**config.mk**
```make
export PLATFORM = sky130hd
export DESIGN_NAME = countdown_task_dispatcher
export DESIGN_NICKNAME = d
export VERILOG_FILES = /design/src/rtl/ctd_pkg.sv /design/src/rtl/ctd_ctrl.sv /design/src/rtl/ctd_datapath.sv /design/src/rtl/countdown_task_dispatcher.sv
export SDC_FILE = /design/constraint.sdc
export NUM_CORES = 2
export LEC_CHECK = 0
export BUFFER_PORTS_ARGS = -buffer_cell sky130_fd_sc_hd__buf_2
export CAP_MARGIN = 15
export CORE_MARGIN = 3
export CORE_UTILIZATION = 35
export DETAILED_ROUTE_END_ITERATION = 8
export PLACE_DENSITY = 0.55
export SYNTH_ARGS = -nofsm -noshare
export SYNTH_HDL_FRONTEND = slang
export SYNTH_SLANG_ARGS = --single-unit
```
**constraint.sdc**
```tcl
create_clock -name clk -period 13 [get_ports clk]
set_clock_uncertainty 0.15 [all_clocks]
set_input_delay 2.6 -clock clk [delete_from_list [all_inputs] [get_ports clk]]
set_output_delay 2.6 -clock clk [all_outputs]
set_load 0.01 [all_outputs]
```
**src/rtl/ctd_pkg.sv**
```systemverilog
package ctd_pkg;

  typedef enum logic [1:0] {
    OP_ADD    = 2'd0,
    OP_REMOVE = 2'd1,
    OP_TICK   = 2'd2,
    OP_RUN    = 2'd3
  } op_t;

  typedef enum logic [2:0] {
    ST_IDLE,
    ST_EXEC,
    ST_SCAN,
    ST_FIN,
    ST_RESP
  } state_t;

  typedef struct packed {
    logic capture;
    logic exec;
    logic scan;
    logic finish;
  } ctl_cmd_t;

  typedef struct packed {
    logic op_run;
    logic scan_last;
  } dp_status_t;

  localparam logic [31:0] CD_SAT_MIN = 32'h8000_0000;
  localparam int          COUNT_MAX  = 31;

endpackage

```
**src/rtl/ctd_ctrl.sv**
```systemverilog
module ctd_ctrl
  import ctd_pkg::*;
(
  input  logic       clk,
  input  logic       rst,
  input  logic       start,
  input  dp_status_t status,
  output ctl_cmd_t   cmd,
  output logic       busy,
  output logic       done
);

  state_t state, state_next;

  always_ff @(posedge clk) begin
    if (rst) begin
      state <= ST_IDLE;
    end else begin
      state <= state_next;
    end
  end

  always_comb begin
    state_next = state;
    cmd        = '0;
    done       = 1'b0;
    case (state)
      ST_IDLE: begin
        if (start) begin
          cmd.capture = 1'b1;
          state_next  = status.op_run ? ST_SCAN : ST_EXEC;
        end
      end
      ST_EXEC: begin
        cmd.exec   = 1'b1;
        state_next = ST_RESP;
      end
      ST_SCAN: begin
        cmd.scan = 1'b1;
        if (status.scan_last) begin
          state_next = ST_FIN;
        end
      end
      ST_FIN: begin
        cmd.finish = 1'b1;
        state_next = ST_RESP;
      end
      ST_RESP: begin
        done       = 1'b1;
        state_next = ST_IDLE;
      end
      default: begin
        state_next = ST_IDLE;
      end
    endcase
  end

  assign busy = (state != ST_IDLE);

endmodule

```
**src/rtl/ctd_datapath.sv**
```systemverilog
module ctd_datapath
  import ctd_pkg::*;
#(
  parameter int SLOTS = 16
) (
  input  logic        clk,
  input  logic        rst,
  input  ctl_cmd_t    cmd,
  output dp_status_t  status,
  input  logic [1:0]  operation,
  input  logic [3:0]  slot,
  input  logic        repeat_mode,
  input  logic [30:0] period,
  input  logic [7:0]  handler_tag,
  output logic        ok,
  output logic        dispatched,
  output logic [3:0]  dispatch_slot,
  output logic [7:0]  dispatch_tag,
  output logic [31:0] tick_count,
  output logic [4:0]  active_count
);

  localparam int IW = (SLOTS > 1) ? $clog2(SLOTS) : 1;
  localparam int CW = $clog2(SLOTS + 1);

  op_t          op_q;
  logic [IW-1:0] slot_q;
  logic         slot_ok;
  logic         rep_q;
  logic [30:0]  per_q;
  logic [7:0]   tag_q;

  logic [SLOTS-1:0] active;
  logic [31:0]      cd    [SLOTS];
  logic [30:0]      per   [SLOTS];
  logic             rep   [SLOTS];
  logic [7:0]       tag   [SLOTS];
  logic [IW-1:0]    rank  [SLOTS];
  logic [CW-1:0]    cnt;
  logic [31:0]      ticks;

  logic [IW-1:0] scan_idx;
  logic          found;
  logic [IW-1:0] best_idx;
  logic [31:0]   best_cd;
  logic [IW-1:0] best_rank;
  logic [30:0]   best_per;
  logic          best_rep;
  logic [7:0]    best_tag;

  logic [IW-1:0] rd_idx;
  logic [IW-1:0] rank_rd;
  logic          act_rd;
  logic          better;
  logic          due;

  assign rd_idx  = cmd.scan ? scan_idx : slot_q;
  assign rank_rd = rank[rd_idx];
  assign act_rd  = active[rd_idx];
  assign better  = !found || ($signed(cd[rd_idx]) < $signed(best_cd)) ||
                   ((cd[rd_idx] == best_cd) && (rank_rd < best_rank));
  assign due     = ($signed(best_cd) <= 0);

  assign status.op_run    = (operation == OP_RUN);
  assign status.scan_last = (scan_idx == IW'(SLOTS - 1));

  always_ff @(posedge clk) begin
    if (rst) begin
      active <= '0;
      cnt    <= '0;
      ticks  <= '0;
    end else begin
      if (cmd.exec) begin
        case (op_q)
          OP_ADD: begin
            if (slot_ok && per_q != '0) begin
              for (int i = 0; i < SLOTS; i++) begin
                if (act_rd && active[i] && IW'(i) != slot_q && rank[i] > rank_rd) begin
                  rank[i] <= rank[i] - 1'b1;
                end
              end
              rank[slot_q]   <= IW'(cnt - CW'(act_rd));
              active[slot_q] <= 1'b1;
              per[slot_q]    <= per_q;
              cd[slot_q]     <= {1'b0, per_q};
              rep[slot_q]    <= rep_q;
              tag[slot_q]    <= tag_q;
              cnt            <= cnt + CW'(!act_rd);
            end
          end
          OP_REMOVE: begin
            if (slot_ok && act_rd) begin
              for (int i = 0; i < SLOTS; i++) begin
                if (active[i] && IW'(i) != slot_q && rank[i] > rank_rd) begin
                  rank[i] <= rank[i] - 1'b1;
                end
              end
              active[slot_q] <= 1'b0;
              cnt            <= cnt - 1'b1;
            end
          end
          OP_TICK: begin
            for (int i = 0; i < SLOTS; i++) begin
              if (active[i] && cd[i] != CD_SAT_MIN) begin
                cd[i] <= cd[i] - 1'b1;
              end
            end
            ticks <= ticks + 1'b1;
          end
          default: begin
          end
        endcase
      end
      if (cmd.finish && found) begin
        if (due && !best_rep) begin
          for (int i = 0; i < SLOTS; i++) begin
            if (active[i] && IW'(i) != best_idx && rank[i] > best_rank) begin
              rank[i] <= rank[i] - 1'b1;
            end
          end
          active[best_idx] <= 1'b0;
          cnt              <= cnt - 1'b1;
        end else begin
          for (int i = 0; i < SLOTS; i++) begin
            if (active[i] && rank[i] < best_rank) begin
              rank[i] <= rank[i] + 1'b1;
            end
          end
          rank[best_idx] <= '0;
          if (due) begin
            cd[best_idx] <= {1'b0, best_per};
          end
        end
      end
    end
  end

  always_ff @(posedge clk) begin
    if (cmd.capture) begin
      op_q     <= op_t'(operation);
      slot_q   <= IW'(slot);
      slot_ok  <= (int'(slot) < SLOTS);
      rep_q    <= repeat_mode;
      per_q    <= period;
      tag_q    <= handler_tag;
      scan_idx <= '0;
      found    <= 1'b0;
    end
    if (cmd.scan) begin
      scan_idx <= scan_idx + 1'b1;
      if (act_rd && better) begin
        found     <= 1'b1;
        best_idx  <= scan_idx;
        best_cd   <= cd[rd_idx];
        best_rank <= rank_rd;
        best_per  <= per[rd_idx];
        best_rep  <= rep[rd_idx];
        best_tag  <= tag[rd_idx];
      end
    end
    if (cmd.exec) begin
      ok            <= (op_q == OP_TICK) || (slot_ok && (op_q == OP_REMOVE || per_q != '0));
      dispatched    <= 1'b0;
      dispatch_slot <= '0;
      dispatch_tag  <= '0;
    end
    if (cmd.finish) begin
      ok            <= 1'b1;
      dispatched    <= found && due;
      dispatch_slot <= (found && due) ? 4'(best_idx) : 4'd0;
      dispatch_tag  <= (found && due) ? best_tag : 8'd0;
    end
  end

  assign tick_count   = ticks;
  assign active_count = (int'(cnt) > COUNT_MAX) ? 5'(COUNT_MAX) : 5'(cnt);

endmodule

```
**src/rtl/countdown_task_dispatcher.sv**
```systemverilog
// Countdown task dispatcher: a table of SLOTS timer task slots.
// Input: pulse start with operation, slot, repeat_mode, period and
// handler_tag while busy is low; the item is taken at that edge.
// Operations: add, remove, tick (decrement all active countdowns),
// run (pick the active task with the smallest countdown and dispatch it if due).
// Output: done is high for one cycle with ok, dispatched,
// dispatch_slot, dispatch_tag, tick_count and active_count valid.
// The receiver cannot stall; results must be taken when done is high.
// Sequence: add, remove and tick pass through the exec and response
// states; run scans one slot per cycle through a single read
// mux, then passes through the finish and response states.
// The block takes no new item while one is in flight;
// busy stays high until done has been shown.
// Reset (rst, synchronous): all slots inactive, tick count zero,
// block idle. No clearing pass is needed.
module countdown_task_dispatcher
  import ctd_pkg::*;
#(
  parameter int SLOTS = 16
) (
  input  logic        clk,
  input  logic        rst,
  input  logic        start,
  output logic        busy,
  output logic        done,
  input  logic [1:0]  operation,
  input  logic [3:0]  slot,
  input  logic        repeat_mode,
  input  logic [30:0] period,
  input  logic [7:0]  handler_tag,
  output logic        ok,
  output logic        dispatched,
  output logic [3:0]  dispatch_slot,
  output logic [7:0]  dispatch_tag,
  output logic [31:0] tick_count,
  output logic [4:0]  active_count
);

  ctl_cmd_t   cmd;
  dp_status_t status;

  ctd_ctrl u_ctrl (
    .clk    (clk),
    .rst    (rst),
    .start  (start),
    .status (status),
    .cmd    (cmd),
    .busy   (busy),
    .done   (done)
  );

  ctd_datapath #(.SLOTS(SLOTS)) u_dp (
    .clk           (clk),
    .rst           (rst),
    .cmd           (cmd),
    .status        (status),
    .operation     (operation),
    .slot          (slot),
    .repeat_mode   (repeat_mode),
    .period        (period),
    .handler_tag   (handler_tag),
    .ok            (ok),
    .dispatched    (dispatched),
    .dispatch_slot (dispatch_slot),
    .dispatch_tag  (dispatch_tag),
    .tick_count    (tick_count),
    .active_count  (active_count)
  );

endmodule

```
==> impl_results.md <==
- Initial Util: 0.353
- Worst r2r src: u_ctrl.state[1]
- Crit Path Max Fanout: 79
- Reg area: 42000 µm²
- RePlAce Congestion: ~0.95
- Share of the synthesized area in the top cell type: 0.531
- Cell taking the most area after synthesis: edfxtp_1
- Worst slew pin tran: between 1 and 1.5 ns
- Worst-path clk slew: about 0.06 ns
- Final setup viols: 0
- Area post-placement: roughly 81000 µm²
- Num CTS Buffers: about 160
- Hold Crit Depth: 2
- PostCTS Resize Cnt: 0
- Synthesized area: 76800 µm²
- Layout cells sized above 1: 0.0757
- Post-CTS Hold Buffers: 0
- DR vias: about 60000
- Clk root buf: clkbuf_16
- Routed WL: about 270 mm
- Post-route cell area: approximately 86000 µm²
- Gate Count Post-Synth: 7552
- Largest net degree at the start of global routing: 160
- Worst R2R Path Depth: 17
- Final #Nets: roughly 7800
- Seq/Total Area, Yosys: 0.546
- PwrDens: between 100 and 150 nW/µm²
- PortBufs: 101
- Fillers: about 21000
- Hold_sp: u_dp.tick_count[31]
- CP Launch Type: flip-flop
- Outcome: finished, final reports clean
- Syn_area_per_cell: around 10 µm²
- Vias in the first global route: 55764
- Die extent in y: 475 µm
- Worst R2R Setup Slack: between 5 and 6 ns
- Min Clock Period, post-route: between 7 and 8 ns
- #FFs+latches synth: roughly 1400
- Critical path class: flip-flop to flip-flop
- Antenna Violating Nets Remaining: 0
- Maximum vdd drop: about 0.00013 V
- Hold Vio Cnt, Final: 0
- Ports: between 100 and 150
- Total track usage: 0.231
- Synth warn: 0
- Worst EP arrival: between 7 and 8 ns
- RSZ-0062 raised after global routing: false
- Mapped Nets: a little under 8000
- Drc violations: 0
- Max Clk Rate: around 140 MHz
- Multi-input gate area: ~33000 µm²
- Reg2reg end: u_dp.best_per[3]
- Synth area leaders: edfxtp_1 53%, nand2_1 6.9%, nand3_1 5.1%
- Worst slew margin: 0.150
- DIE WIDTH: about 470 µm
- Worst endpoint required time: 13.26 ns
- Post-synth cell types: 83
- Slew Viols, Final: 0
- WL/cell: roughly 25 µm
- Initial antenna violation count: 7
- Final HPWL DP: 165 mm
- Syn-to-layout area delta: 12.3%
- Most frequent cell after synthesis: nand2_1
- Post-CTS setup buffer count: 0
- Global-route wire length before repair: 388 mm
- Max-cap violations: 0
- Final cycle utilization of the critical path: 0.569
- Hold Path Class: flip-flop to flip-flop
- DR pass1 iterations: 8
- Hold EP: u_dp.tick_count[31]
- Vias/cell: between 5 and 6
- Die area: ~230000 µm²
- CTS tree: yes
- GR Overflow Total: 0
- Crit. End Element: flip-flop
- H-tree depth: 4
- Synth cell count leaders: 1410 x nand2_1, 1359 x edfxtp_1, 777 x nand3_1, 621 x nor2_1, 449 x a21oi_1
- Core area: between 200000 and 250000 µm²
- Setup TNS: 0 ns
- Post-synth EDFFs: 1359
- Iteration-0 DRC Markers: 7702
- Clk Latency, worst-skew pair: between 0.8 and 0.9 ns
- Synth Flop Type: edfxtp_1
- Row cnt: ~170
- CTS sink cnt: between 1000 and 1500
- Post-synth ARST share: 0
- LEAKAGE: roughly 30 nW
- CTS Buffer Depth: 3
## layout make-up
class	count	share of cell area
Timing Repair Buffer	236	0.0188
Multi-Input combinational cell	5574	0.388
Antenna cell	2	0.0000580
Clock buffer	197	0.0490
Inverter	119	0.00524
Tap cell	2854	0.0414
Clock inverter	89	0.0110
Sequential cell	1417	0.486
## critical path, stage by stage (launching register included)
cell       delay (ns)
dfxtp_1          0.51
or3b_1           0.38
buf_4            0.24
mux2_8           0.61
buf_4            0.76
buf_4            0.66
a311oi_1         0.33
a311oi_1         0.34
a31oi_1          0.10
ha_1             0.36
a2111oi_0        0.47
o221ai_1         0.22
o211ai_1         0.18
o211ai_1         0.15
a21oi_1          0.16
xor2_1           0.17
a311oi_4         0.31
buf_4            0.77
## power breakdown
part           switching, mW  internal (mW)
clock                   1.99           2.55
combinational          0.777          0.298
sequential            0.0640           5.05
total                   2.83           7.90
## worst max path at each step
stage / endpoint / from / slack (ns)
6_report: u_dp.best_per[3] / u_ctrl.state[1] / 5.61
5_1_grt: u_dp.best_per[2] / u_ctrl.state[1] / 5.22
4_1_cts: u_dp.best_per[3] / u_ctrl.state[1] / 5.63
3_5_place_dp: u_dp.best_per[19] / u_ctrl.state[1] / 5.70
3_3_place_gp: u_dp.best_per[19] / u_ctrl.state[1] / 5.78
2_1_floorplan: u_dp.best_cd[0] / u_ctrl.state[2] / 1.68
## metrics by stage
| stage | total power, mW | hold WS (ns) | utilization | worst slack, ns | std cells |
|---|---|---|---|---|---|
| finish | 10.7 | 0.338 | 0.396 | 5.61 | 10488 |
| global route | 11.1 | 0.365 | 0.396 | 5.22 | 10487 |
| CTS | 10.8 | 0.340 | 0.396 | 5.63 | 10485 |
| detailed placement | 6.27 | 0.329 | 0.372 | 5.70 | 10199 |
| global placement | 6.26 | 0.322 | 0.372 | 5.78 | 10199 |
| floorplan | 5.81 | 0.296 | - | 1.68 | 7552 |
## registers in the layout, summed over array words and instances, names as in the netlist, 16 cells and up
signal           count
u_dp.per_q          31
u_dp.tag           128
u_dp.per           496
u_dp.best_cd        32
u_dp.best_per       31
u_dp.active         16
u_dp.cd            512
u_dp.rank           64
u_dp.rep            16
u_dp.tick_count     32
## cells by family (layout without fill, tap and decap cells)
group / Yosys count / count (layout) / share of synthesized area
and+or+nand+nor: 3648 / 3648 / 0.219
DFF: 1417 / 1417 / 0.546
AOI/OAI and AO/OA: 902 / 902 / 0.0725
buffers and inverters: 561 / 641 / 0.0292
xor gates and xnor gates: 524 / 524 / 0.0597
muxes: 261 / 261 / 0.0345
adders and majority gates: 239 / 239 / 0.0393
other: 0 / 2 / 0
## cells in the final DEF, fill, tap and decap left out, types with 31 or more instances in the layout
master     netlist  routed
nor4_1         131     131
nand2_1       1410    1410
edfxtp_1      1359    1359
and3_1          90      88
or3_1           52      52
mux2i_1        252     219
nor3_1         196     194
a21oi_1        449     444
a211oi_1        31      31
ha_1           235     235
nor2_1         621     605
nor2b_1         62      62
buf_2           64     100
mux2i_4          0      34
inv_1          118     117
o21ai_0         79      67
xnor2_1        237     237
dfxtp_1         58      58
clkbuf_1       336      32
buf_4            3     128
clkbuf_16        0     163
or4_1           39      39
nand2b_1        62      61
a31oi_1         93      92
a311oi_1       112     111
nand3_1        777     773
clkinv_1         0      39
xor2_1         287     287
nand4_1         73      73
## routing by layer
| layer | vias up | part of all wire | track usage |
|---|---|---|---|
| li1 | 27337 | - | - |
| met1 | 29734 | 0.44 | 0.336 |
| met2 | 2715 | 0.44 | 0.345 |
| met3 | 439 | 0.085 | 0.0377 |
| met4 | 4 | 0.036 | 0.0816 |
| met5 | - | 0.000090 | 0 |
No activity file was read; power rests on OpenSTA's default activity.
